===== config.mk =====
export PLATFORM = sky130hd
export DESIGN_NAME = length_prefixed_frame_decoder
export DESIGN_NICKNAME = d
export VERILOG_FILES = /design/src/hw/rtl/lfd_pkg.sv /design/src/hw/rtl/lfd_front.sv /design/src/hw/rtl/lfd_queue.sv /design/src/hw/rtl/lfd_back.sv /design/src/hw/rtl/length_prefixed_frame_decoder.sv
export SDC_FILE = /design/constraint.sdc
export NUM_CORES = 1
export LEC_CHECK = 0
export ABC_AREA = 1
export BUFFER_PORTS_ARGS = -buffer_cell sky130_fd_sc_hd__buf_2
export CORE_UTILIZATION = 35
export DETAILED_ROUTE_END_ITERATION = 12
export SLEW_MARGIN = 20
export SYNTH_ARGS = -nofsm -noshare
export SYNTH_HDL_FRONTEND = slang
export SYNTH_SLANG_ARGS = --single-unit

===== constraint.sdc =====
create_clock -name clk -period 4.8 [get_ports clk]
set_input_delay 0.96 -clock clk [delete_from_list [all_inputs] [get_ports clk]]
set_output_delay 0.96 -clock clk [all_outputs]
set_load 0.03 [all_outputs]

===== src/hw/rtl/lfd_pkg.sv =====
`timescale 1ns / 1ps
// Shared types and constants for the length-prefixed frame decoder.
// No dependencies; every other file in this block refers to it.
package lfd_pkg;

    localparam int unsigned MAX_W = 17;
    localparam logic [MAX_W-1:0] MAX_FRAME_RESET = 17'd4096;
    localparam logic [MAX_W-1:0] LEN_FIELD_BYTES = 17'd2;

    typedef enum logic [0:0] {
        CMD_DATA  = 1'b0,
        CMD_RESET = 1'b1
    } cmd_t;

    typedef enum logic [1:0] {
        KIND_HEADER  = 2'd0,
        KIND_PAYLOAD = 2'd1,
        KIND_ERROR   = 2'd2,
        KIND_EMPTY   = 2'd3
    } kind_t;

    typedef enum logic [2:0] {
        PH_LEN_HI  = 3'd0,
        PH_LEN_LO  = 3'd1,
        PH_TYPE    = 3'd2,
        PH_PAYLOAD = 3'd3,
        PH_HOLD    = 3'd4
    } phase_t;

    typedef struct packed {
        logic [0:0] cmd;
        logic [7:0] data_byte;
    } item_t;

    typedef struct packed {
        logic [1:0]  kind;
        logic [7:0]  frame_type;
        logic [15:0] body_len;
        logic [7:0]  payload_byte;
        logic        last;
    } result_t;

    typedef struct packed {
        kind_t       kind;
        logic [7:0]  frame_type;
        logic [15:0] value;
        logic        last;
    } op_t;

    typedef struct packed {
        logic full;
        logic empty;
    } queue_stat_t;

endpackage


===== src/hw/rtl/lfd_front.sv =====
`timescale 1ns / 1ps
// Front end: accepts stream bytes, tracks the frame phase and classifies each byte.
// Depends on lfd_pkg; pushes result operations into lfd_queue.
module lfd_front
(
    input  logic                          clk,
    input  logic                          rst_n,
    input  logic                          cfg_wr_en,
    input  logic [lfd_pkg::MAX_W-1:0]     cfg_wr_data,
    input  logic                          item_valid,
    input  lfd_pkg::item_t                item,
    input  logic                          q_full,
    output logic                          accept,
    output logic                          push,
    output lfd_pkg::op_t                  push_op,
    output lfd_pkg::phase_t               phase
);

    lfd_pkg::phase_t             phase_reg, phase_next;
    logic [15:0]                 length_reg, length_next;
    logic [15:0]                 left_reg, left_next;
    logic [7:0]                  type_reg, type_next;
    logic [lfd_pkg::MAX_W-1:0]   max_reg;
    logic [15:0]                 length_lo_w;
    logic [15:0]                 length_m1;
    logic                        oversize;
    logic                        is_reset;
    logic                        fin;

    assign accept      = item_valid && !q_full;
    assign is_reset    = (item.cmd == lfd_pkg::CMD_RESET);
    assign length_lo_w = {length_reg[15:8], item.data_byte};
    assign oversize    = ({1'b0, length_lo_w} + lfd_pkg::LEN_FIELD_BYTES) > max_reg;
    assign length_m1   = length_reg - 16'd1;
    assign fin         = (left_reg <= 16'd1);
    assign phase       = phase_reg;

    always_comb
    begin
        phase_next = phase_reg;
        if (accept)
        begin
            if (is_reset)
            begin
                phase_next = lfd_pkg::PH_LEN_HI;
            end
            else
            begin
                unique case (phase_reg)
                    lfd_pkg::PH_LEN_HI:  phase_next = lfd_pkg::PH_LEN_LO;
                    lfd_pkg::PH_LEN_LO:
                    begin
                        if (oversize)
                            phase_next = lfd_pkg::PH_HOLD;
                        else if (length_lo_w == 16'd0)
                            phase_next = lfd_pkg::PH_LEN_HI;
                        else
                            phase_next = lfd_pkg::PH_TYPE;
                    end
                    lfd_pkg::PH_TYPE:
                        phase_next = (length_m1 == 16'd0) ? lfd_pkg::PH_LEN_HI
                                                          : lfd_pkg::PH_PAYLOAD;
                    lfd_pkg::PH_PAYLOAD:
                        phase_next = fin ? lfd_pkg::PH_LEN_HI : lfd_pkg::PH_PAYLOAD;
                    lfd_pkg::PH_HOLD:    phase_next = lfd_pkg::PH_HOLD;
                    default:             phase_next = lfd_pkg::PH_LEN_LO;
                endcase
            end
        end
    end

    always_comb
    begin
        length_next        = length_reg;
        left_next          = left_reg;
        type_next          = type_reg;
        push               = 1'b0;
        push_op.kind       = lfd_pkg::KIND_HEADER;
        push_op.frame_type = 8'd0;
        push_op.value      = 16'd0;
        push_op.last       = 1'b1;
        if (accept)
        begin
            if (is_reset)
            begin
                length_next = 16'd0;
                left_next   = 16'd0;
                type_next   = 8'd0;
            end
            else
            begin
                unique case (phase_reg)
                    lfd_pkg::PH_LEN_HI:
                        length_next = {item.data_byte, 8'd0};
                    lfd_pkg::PH_LEN_LO:
                    begin
                        length_next = length_lo_w;
                        if (oversize)
                        begin
                            push         = 1'b1;
                            push_op.kind = lfd_pkg::KIND_ERROR;
                        end
                        else if (length_lo_w == 16'd0)
                        begin
                            push         = 1'b1;
                            push_op.kind = lfd_pkg::KIND_EMPTY;
                        end
                    end
                    lfd_pkg::PH_TYPE:
                    begin
                        type_next          = item.data_byte;
                        left_next          = length_m1;
                        push               = 1'b1;
                        push_op.kind       = lfd_pkg::KIND_HEADER;
                        push_op.frame_type = item.data_byte;
                        push_op.value      = length_m1;
                        push_op.last       = (length_m1 == 16'd0);
                    end
                    lfd_pkg::PH_PAYLOAD:
                    begin
                        left_next          = fin ? 16'd0 : (left_reg - 16'd1);
                        push               = 1'b1;
                        push_op.kind       = lfd_pkg::KIND_PAYLOAD;
                        push_op.frame_type = type_reg;
                        push_op.value      = {8'd0, item.data_byte};
                        push_op.last       = fin;
                    end
                    lfd_pkg::PH_HOLD:
                    begin
                        push = 1'b0;
                    end
                    default:
                        length_next = {item.data_byte, 8'd0};
                endcase
            end
        end
    end

    always_ff @(posedge clk or negedge rst_n)
    begin
        if (!rst_n)
        begin
            phase_reg  <= lfd_pkg::PH_LEN_HI;
            length_reg <= 16'd0;
            left_reg   <= 16'd0;
            type_reg   <= 8'd0;
            max_reg    <= lfd_pkg::MAX_FRAME_RESET;
        end
        else
        begin
            phase_reg  <= phase_next;
            length_reg <= length_next;
            left_reg   <= left_next;
            type_reg   <= type_next;
            if (cfg_wr_en)
                max_reg <= cfg_wr_data;
        end
    end

endmodule


===== src/hw/rtl/lfd_queue.sv =====
`timescale 1ns / 1ps
// Small first-in first-out queue of result operations between front and back.
// Depends on lfd_pkg for the operation type.
module lfd_queue
#(
    parameter int unsigned DEPTH = 2
)
(
    input  logic                 clk,
    input  logic                 rst_n,
    input  logic                 push,
    input  lfd_pkg::op_t         push_op,
    input  logic                 pop,
    output lfd_pkg::op_t         head_op,
    output lfd_pkg::queue_stat_t stat
);

    localparam int unsigned PTR_W = $clog2(DEPTH);
    localparam int unsigned CNT_W = $clog2(DEPTH + 1);

    lfd_pkg::op_t     entry_reg [DEPTH];
    logic [PTR_W-1:0] wr_ptr_reg, wr_ptr_next;
    logic [PTR_W-1:0] rd_ptr_reg, rd_ptr_next;
    logic [CNT_W-1:0] count_reg, count_next;
    logic             do_push;
    logic             do_pop;

    assign stat.full  = (count_reg == CNT_W'(DEPTH));
    assign stat.empty = (count_reg == '0);
    assign do_push    = push && !stat.full;
    assign do_pop     = pop && !stat.empty;
    assign head_op    = entry_reg[rd_ptr_reg];

    always_comb
    begin
        wr_ptr_next = wr_ptr_reg;
        rd_ptr_next = rd_ptr_reg;
        if (do_push)
            wr_ptr_next = (wr_ptr_reg == PTR_W'(DEPTH - 1)) ? '0 : wr_ptr_reg + 1'b1;
        if (do_pop)
            rd_ptr_next = (rd_ptr_reg == PTR_W'(DEPTH - 1)) ? '0 : rd_ptr_reg + 1'b1;
        count_next = count_reg + CNT_W'(do_push) - CNT_W'(do_pop);
    end

    always_ff @(posedge clk or negedge rst_n)
    begin
        if (!rst_n)
        begin
            wr_ptr_reg <= '0;
            rd_ptr_reg <= '0;
            count_reg  <= '0;
        end
        else
        begin
            wr_ptr_reg <= wr_ptr_next;
            rd_ptr_reg <= rd_ptr_next;
            count_reg  <= count_next;
        end
    end

    always_ff @(posedge clk)
    begin
        if (do_push)
            entry_reg[wr_ptr_reg] <= push_op;
    end

endmodule


===== src/hw/rtl/lfd_back.sv =====
`timescale 1ns / 1ps
// Back end: pops result operations, formats result fields and holds the output register.
// Depends on lfd_pkg; fed by lfd_queue.
module lfd_back
(
    input  logic                 clk,
    input  logic                 rst_n,
    input  lfd_pkg::queue_stat_t q_stat,
    input  lfd_pkg::op_t         head_op,
    output logic                 pop,
    output logic                 result_valid,
    input  logic                 result_stall,
    output lfd_pkg::result_t     result
);

    logic             valid_reg, valid_next;
    lfd_pkg::result_t result_reg, result_next;

    assign pop          = !q_stat.empty && (!valid_reg || !result_stall);
    assign result_valid = valid_reg;
    assign result       = result_reg;

    always_comb
    begin
        result_next.kind         = head_op.kind;
        result_next.frame_type   = 8'd0;
        result_next.body_len     = 16'd0;
        result_next.payload_byte = 8'd0;
        result_next.last         = head_op.last;
        unique case (head_op.kind)
            lfd_pkg::KIND_HEADER:
            begin
                result_next.frame_type = head_op.frame_type;
                result_next.body_len   = head_op.value;
            end
            lfd_pkg::KIND_PAYLOAD:
            begin
                result_next.frame_type   = head_op.frame_type;
                result_next.payload_byte = head_op.value[7:0];
            end
            lfd_pkg::KIND_ERROR, lfd_pkg::KIND_EMPTY:
            begin
                result_next.last = 1'b1;
            end
            default:
            begin
                result_next.last = head_op.last;
            end
        endcase
    end

    always_comb
    begin
        valid_next = valid_reg;
        if (pop)
            valid_next = 1'b1;
        else if (!result_stall)
            valid_next = 1'b0;
    end

    always_ff @(posedge clk or negedge rst_n)
    begin
        if (!rst_n)
            valid_reg <= 1'b0;
        else
            valid_reg <= valid_next;
    end

    always_ff @(posedge clk)
    begin
        if (pop)
            result_reg <= result_next;
    end

endmodule


===== src/hw/rtl/length_prefixed_frame_decoder.sv =====
`timescale 1ns / 1ps
// Top level of the length-prefixed frame decoder: front end, queue and back end.
// Depends on lfd_pkg, lfd_front, lfd_queue and lfd_back.
//
//   Channel  Direction  Handshake                 Payload
//   item     in         item_valid / item_stall   lfd_pkg::item_t (cmd, data_byte)
//   result   out        result_valid / result_stall  lfd_pkg::result_t
//   cfg      in         cfg_wr_en                 cfg_wr_data (max_frame_bytes)
//
// One byte transfer is accepted per cycle while the queue has room.
// A result is registered in the queue entry and then in the output register after its byte transfer.
// The input stalls only when the queue is full; depth is QUEUE_DEPTH entries.
// Reset clears the frame phase, counters, queue and output valid; max_frame_bytes resets to 4096.
module length_prefixed_frame_decoder
#(
    parameter int unsigned QUEUE_DEPTH = 2
)
(
    input  logic                          clk,
    input  logic                          rst_n,
    input  logic                          cfg_wr_en,
    input  logic [lfd_pkg::MAX_W-1:0]     cfg_wr_data,
    input  logic                          item_valid,
    output logic                          item_stall,
    input  lfd_pkg::item_t                item,
    output logic                          result_valid,
    input  logic                          result_stall,
    output lfd_pkg::result_t              result
);

    logic                 accept;
    logic                 push;
    logic                 pop;
    lfd_pkg::op_t         push_op;
    lfd_pkg::op_t         head_op;
    lfd_pkg::queue_stat_t q_stat;
    lfd_pkg::phase_t      phase;

    assign item_stall = q_stat.full;

    lfd_front u_front
    (
        .clk         (clk),
        .rst_n       (rst_n),
        .cfg_wr_en   (cfg_wr_en),
        .cfg_wr_data (cfg_wr_data),
        .item_valid  (item_valid),
        .item        (item),
        .q_full      (q_stat.full),
        .accept      (accept),
        .push        (push),
        .push_op     (push_op),
        .phase       (phase)
    );

    lfd_queue #(.DEPTH(QUEUE_DEPTH)) u_queue
    (
        .clk     (clk),
        .rst_n   (rst_n),
        .push    (push),
        .push_op (push_op),
        .pop     (pop),
        .head_op (head_op),
        .stat    (q_stat)
    );

    lfd_back u_back
    (
        .clk          (clk),
        .rst_n        (rst_n),
        .q_stat       (q_stat),
        .head_op      (head_op),
        .pop          (pop),
        .result_valid (result_valid),
        .result_stall (result_stall),
        .result       (result)
    );

    assert property (@(posedge clk) disable iff (!rst_n)
        accept && (item.cmd == lfd_pkg::CMD_RESET) |=> (phase == lfd_pkg::PH_LEN_HI))
        else $error("Session reset did not return the phase to the length high byte.");

    assert property (@(posedge clk) disable iff (!rst_n)
        accept && (item.cmd == lfd_pkg::CMD_DATA) && (phase == lfd_pkg::PH_HOLD)
        |-> !push ##1 (phase == lfd_pkg::PH_HOLD))
        else $error("A data byte left the error hold or produced a result.");

    assert property (@(posedge clk) disable iff (!rst_n)
        result_valid && ((result.kind == lfd_pkg::KIND_ERROR)
                         || (result.kind == lfd_pkg::KIND_EMPTY))
        |-> result.last && (result.frame_type == 8'd0) && (result.body_len == 16'd0))
        else $error("Error or empty-frame result carries frame fields.");

    assert property (@(posedge clk) disable iff (!rst_n)
        push && !accept |-> 1'b0)
        else $error("Queue push without an accepted transfer.");

endmodule


== Yosys cells after proc, flatten, opt, wreduce, memory -nomap -nowiden ==
Memory sizes are Yosys's and may differ from the RTL's.
Index checks and enable logic that the tools add are counted.
Storage, ports and cells
  bits in registers: 100
  logic and storage cells: 89
  output and inout bits: 37
  memories kept: 1
  bits in writable memories: 54
Memory list
  u_queue.entry_reg: words 2, bits a word 27, rd ports 1, clocked after Yosys merged registers in 0, wr ports 1, line lfd_queue.sv:21  | lfd_pkg::op_t entry_reg [DEPTH];
Operators by class
  mux-type cells: 30
  add/subtract/negate cells: 7
  reductions and logical operators: 23
  magnitude comparators: 2
  equality and inequality tests: 11
Operators with widths (number)
  $pmux 16 s2: 2
  $mux 27: 2
  $pmux 25 s2: 1
  $mux 16: 3
  $logic_not 16->1: 2
  $sub 16x1->16 const B: 2
  $add 16x2->17 const B: 1
  $gt 17x17->1: 1
  $le 16x1->1 const B: 1
  $mux 8: 2
  $pmux 3 s4: 1
  $mux 1: 10
  $mux 2: 5
  $eq 2x2->1 const B: 3
  $eq 3x2->1 const B: 2
  $mux 3: 2
  $reduce_and 2->1: 3
  $reduce_or 2->1: 3
  $logic_and 1x1->1: 4
  $logic_not 1->1: 4
  $logic_not 2->1: 2
  $ne 2x1->1 const B: 2
  $pmux 2 s2: 1
  $eq 3x1->1 const B: 1
  12 further kinds: 13

== Logic depth before layout (Yosys ltp) ==
  word-level depth: 9
  depth in mapped cells: 24
  mapped depth without buffers: 24

== By module ==
From an unflattened synthesis, not the netlist that was laid out.
Second synthesis, totals
  cell total of the unflattened synthesis: 884
  area, all modules: 7900.1 µm²
Modules (own cells, without submodules)
  lfd_front: times used 1, area each 4295.4 µm², sequential area each 1502.7 µm², cells an instance 608
  lfd_queue: times used 1, area each 2215.9 µm², sequential area each 1721.7 µm², cells an instance 174
  lfd_back: times used 1, area each 1388.8 µm², sequential area each 1076.0 µm², cells an instance 102

== Worst setup path before layout ==
No wires, ideal clock.
  path type: input-to-reg
  from: input port item[1] (netlist bit)
  to: memory u_queue.entry_reg[1][0] (netlist bit) (enable)
  path slack: 0.070 ns
  arrival time: 4.310 ns
  data required time: 4.380 ns
  stages on the path: 21
  path buffers: 0
  path through: ha_1 -> nand2_1 -> nor2_2 -> nand3_1 -> nor2_2 -> inv_2 -> nor3_4 -> nand3_2 -> nor3_2 -> xor2_1 -> ha_1 -> nand2_1 -> nor2_1 -> nand2_1 -> nor2_1 -> nor2_1 -> nand2_1 -> nand2_1 -> nand2_1 -> nand3_1 -> a21oi_1
Between the ends
  cells in the longest elaborated chain, start to end: 9
RTL lines
  start: declaration: line length_prefixed_frame_decoder.sv:25  | input lfd_pkg::item_t item,
  $add 16x2->17 or $logic_not 16->1 (tied branches): line lfd_front.sv:33, lfd_front.sv:103
  $gt 17x17->1 or $mux 1 (tied branches): line lfd_front.sv:33, lfd_front.sv:103
  $mux 1 (*): line lfd_front.sv:98  | if (oversize)
  $pmux 1 s2 (*): line lfd_front.sv:92  | unique case (phase_reg)
  $mux 1 (*): line lfd_front.sv:84  | if (is_reset)
  $mux 1 (*): line lfd_front.sv:82  | if (accept)
  $logic_and 1x1->1 (*): line lfd_queue.sv:30  | assign do_push = push && !stat.full;
  $mux 1 (*): line lfd_queue.sv:63  | if (do_push)
  $mux 1 (implied by the code) (*): line lfd_queue.sv:64  | entry_reg[wr_ptr_reg] <= push_op;
  end: declaration: line lfd_queue.sv:21
Every way passes the cells marked *; elsewhere a longest branch is shown, timed or not.

== Worst setup path after layout ==
  from: input port item[2] (netlist bit)
  to: memory u_queue.entry_reg[1][17] (netlist bit) (enable)
Same word-level chain as after synthesis.

==> results.md <==
- Warnings from Yosys: 0
- Critical path peak fanout: 27
- WL final: 17600 microns
- CTS tree: yes
- Antenna-violating nets left: 0
- Area leader, netlist: edfxtp_1
- Status: finished clean
- Core ar.: 21800 sq um
- Total CTS buffers: 17
- Post-Syn Area: 7760 sq um
- Max Cap Viol: 0
- Post-layout instance area: 8940 sq um
- Clock Skew: 0.0110 ns
- Die W: 151 microns
- Clk root buf: clkbuf_16
- Via count: 5829
- DRT iter0 DRCs: 419
- Setup slack, reg-to-reg: 1.50 ns
- Tot GR Track Use: 16.6%
- Critical path endpoint category: flip-flop
- Synth Area in Adders: 3.87%
- Max Clk Rate: 256 MHz
- Tcrit/Tclk final: 81.3%
- LEAKAGE: 4.25 nW
- First-pass DRT Iterations: 5
- CP Class: in -> reg
- Top_reg_cell synth: edfxtp_1
- CP peak stage delay: 0.35 ns
- Global-route wire length before repair: 28900 microns
- Setup tns final: 0 ns
- Share of cells above drive strength 1: 14.7%
- Largest net degree at the start of global routing: 43
- Remaining global-route overflow: 0
- Vias per cell: 4.82
- Post-CTS Hold Buffers: 0
- Post-Synth XOR/XNOR Area: 3.16%
- Setup repair bufs after CTS: 0
- PortBufs: 67
- Slew headroom: 32.4%
- Synth Net Count: 901
- Reg2reg end: u_queue.entry_reg[1][17]
- Endpoints failing hold: 0
- Pwr dens: 631 nW/um^2
- DRC: 0
- WHS: 0.510 ns
- Clk buf depth: 2
- Inst Count DP: 1177
- Vias in the first global route: 5520
- Mux cell area share after synthesis: 1.18%
- Worst-Margin Slew: 1.01 ns
- Synth Area in Simple Gates: 20.2%
- Initial antenna violation count: 0
- Number of flip-flops in the largest register: 54
- Non-filler cells in the finished layout: 1209
- Mean area per synthesized cell: 9.17 sq um
- Worst skew pair latency: 0.43 ns
- # setup viols final: 0
- H-tree depth: 4
- Critical path data arrival time: 3.98 ns
- Worst EP required: 4.88 ns
- Yosys top cell area share: 34.5%
- # diodes: 0
- Asr flop ratio synth: 42.2%
- Reg2Reg Depth: 17
- Hold Path Sink: u_front.max_reg[12]
- Sequential-to-total area share from yosys stat: 55.4%
- RSZ-0062 raised after global routing: false
- DP HPWL: 12900 microns
- WL/cell: 14.6 microns
- RD Place Congestion: 0.895
- Clock Sinks: 154
- Worst min path class: reg -> reg
- Post-synth EDFFs: 89
- Worst Hold Depth: 2
- Slowest-stage cell, CP: buf_4
- Compound-Gate Fraction of Synth Area: 8.74%
- #FFs+latches synth: 154
- Period minus WS final: 3.90 ns
- Layout Area Growth over Synthesis: 15.3%
- Slew Limit Fails: 0
- Fin nets: 971
- CP most frequent cell: nand2_1
- Starting Density: 35.7%
- Worst R2R Start: u_front.length_reg[9]
- Area contributors post-synth: edfxtp_1 (34%), dfrtp_1 (21%), nand2_1 (11%)
- Die Ht: 151 microns
- Gate Count Post-Synth: 846
- Largest family of logic cells by synthesized area: simple AND/OR/NAND/NOR gates
- Top Ports: 68
- # resized after CTS: 0
- DIE AREA: 22800 sq um
- Clk slew on worst S/H paths: 0.06 ns
- Hold Startpoint: u_front.max_reg[12]
- Dpl cell area: 8400 sq um
- Synth cell types: 38
- Critical path startpoint category: input pin
- Maximum vdd drop: 271 uV
- Placement Rows: 54
- CP cell instances: buf_2 > ha_1 > nand2_1 > nor2_2 > nand3_1 > nor2_2 > inv_2 > nor3_4 > nand3_2 > nor3_2 > xor2_1 > ha_1 > nand2_1 > nor2_1 > nand2_1 > nand3_1 > nor2_1 > nand2_1 > nand2_1 > nand2_1 > nand3_1 > a21oi_2 > buf_4
cell type report:
cell class                      count  area (sq um)
Fill cell                        2211         12800
Sequential cell                   154          4300
Multi-Input combinational cell    546          2890
Inverter                          122           458
Clock buffer                       18           429
Timing Repair Buffer               75           410
Tap cell                          280           350
Clock inverter                     14           110
worst max-delay path, delay by kind of cell:
family,cells,cell delay [ns]
XOR/XNOR,1,0.09
AO/OA/AOI/OAI,1,0.16
buffers and inverters,3,0.57
AND/OR/NAND/NOR,16,1.72
adder cells (fa/ha/maj),2,0.47
synthesized netlist by cell type (3+ instances only):
master / number
a21oi_1: 24
buf_2: 9
clkbuf_1: 10
dfrtp_1: 64
edfxtp_1: 89
ha_1: 24
inv_1: 115
inv_2: 7
mux2i_1: 8
nand2_1: 217
nand3_1: 40
nand3_2: 4
nand4_1: 3
nor2_1: 76
nor2_2: 5
nor2_4: 3
nor3_1: 5
nor3_4: 3
nor4_1: 3
o21ai_0: 49
o22ai_1: 41
xnor2_1: 3
xor2_1: 25
layer usage:
metal | track usage, % | routed length [microns]
met1 | 23.3 | 8680
met2 | 26.2 | 8000
met3 | 3.28 | 774
met4 | 4.50 | 183
met5 | 0 | 0
report_power, final:
group	leakage (nW)	internal, W	switching [W]
Sequential	1.76	0.00173	0.000183
Clock	0.262	0.000672	0.000573
Combinational	2.23	0.000772	0.00171
Total	4.25	0.00317	0.00247
logic make-up (layout without fill, tap and decap cells):
logic type | after synthesis | after routing
AND/OR/NAND/NOR | 365 | 365
XOR/XNOR | 28 | 28
adder cells (fa/ha/maj) | 24 | 24
multiplexers | 9 | 9
AO/OA/AOI/OAI | 120 | 120
buffers and inverters | 146 | 229
flip-flops | 154 | 154
how the worst max path moves through the flow:
stage                     startpoint                        to  cells past startpoint  slack, ns
after floorplan              item[1]   u_queue.entry_reg[1][0]                     21       0.07
after global placement       item[2]  u_queue.entry_reg[1][18]                     23       0.52
after detailed placement     item[2]  u_queue.entry_reg[1][20]                     23       0.47
after CTS                    item[2]  u_queue.entry_reg[1][17]                     23       0.90
after global routing         item[2]  u_queue.entry_reg[1][17]                     23       0.52
final                        item[2]  u_queue.entry_reg[1][17]                     23       0.90
cells in the final DEF, fill, tap and decap left out, types with 3 or more instances in the layout:
| master | Yosys | layout |
|---|---|---|
| nand2_1 | 217 | 217 |
| inv_1 | 115 | 115 |
| edfxtp_1 | 89 | 89 |
| nor2_1 | 76 | 76 |
| buf_2 | 9 | 66 |
| dfrtp_1 | 64 | 64 |
| o21ai_0 | 49 | 49 |
| o22ai_1 | 41 | 41 |
| nand3_1 | 40 | 40 |
| xor2_1 | 25 | 25 |
| ha_1 | 24 | 24 |
| a21oi_1 | 24 | 23 |
| clkbuf_16 | 0 | 17 |
| mux2i_1 | 8 | 8 |
| buf_4 | 2 | 8 |
| inv_2 | 7 | 7 |
| inv_6 | 0 | 6 |
| nor3_1 | 5 | 5 |
| nor2_2 | 5 | 5 |
| nand3_2 | 4 | 4 |
| nand4_1 | 3 | 3 |
| nor2_4 | 3 | 3 |
| xnor2_1 | 3 | 3 |
| nor3_4 | 3 | 3 |
| nor4_1 | 3 | 3 |
per-stage QoR:
stage / util [%] / power (W) / setup WS [ns]
after floorplan: - / 0.00377 / 0.0696
after global placement: 38.6 / 0.00440 / 0.519
after detailed placement: 38.6 / 0.00443 / 0.466
after CTS: 41.1 / 0.00569 / 0.896
after global routing: 41.1 / 0.00607 / 0.515
final: 41.1 / 0.00564 / 0.896
(Power assumes the default switching activity.)
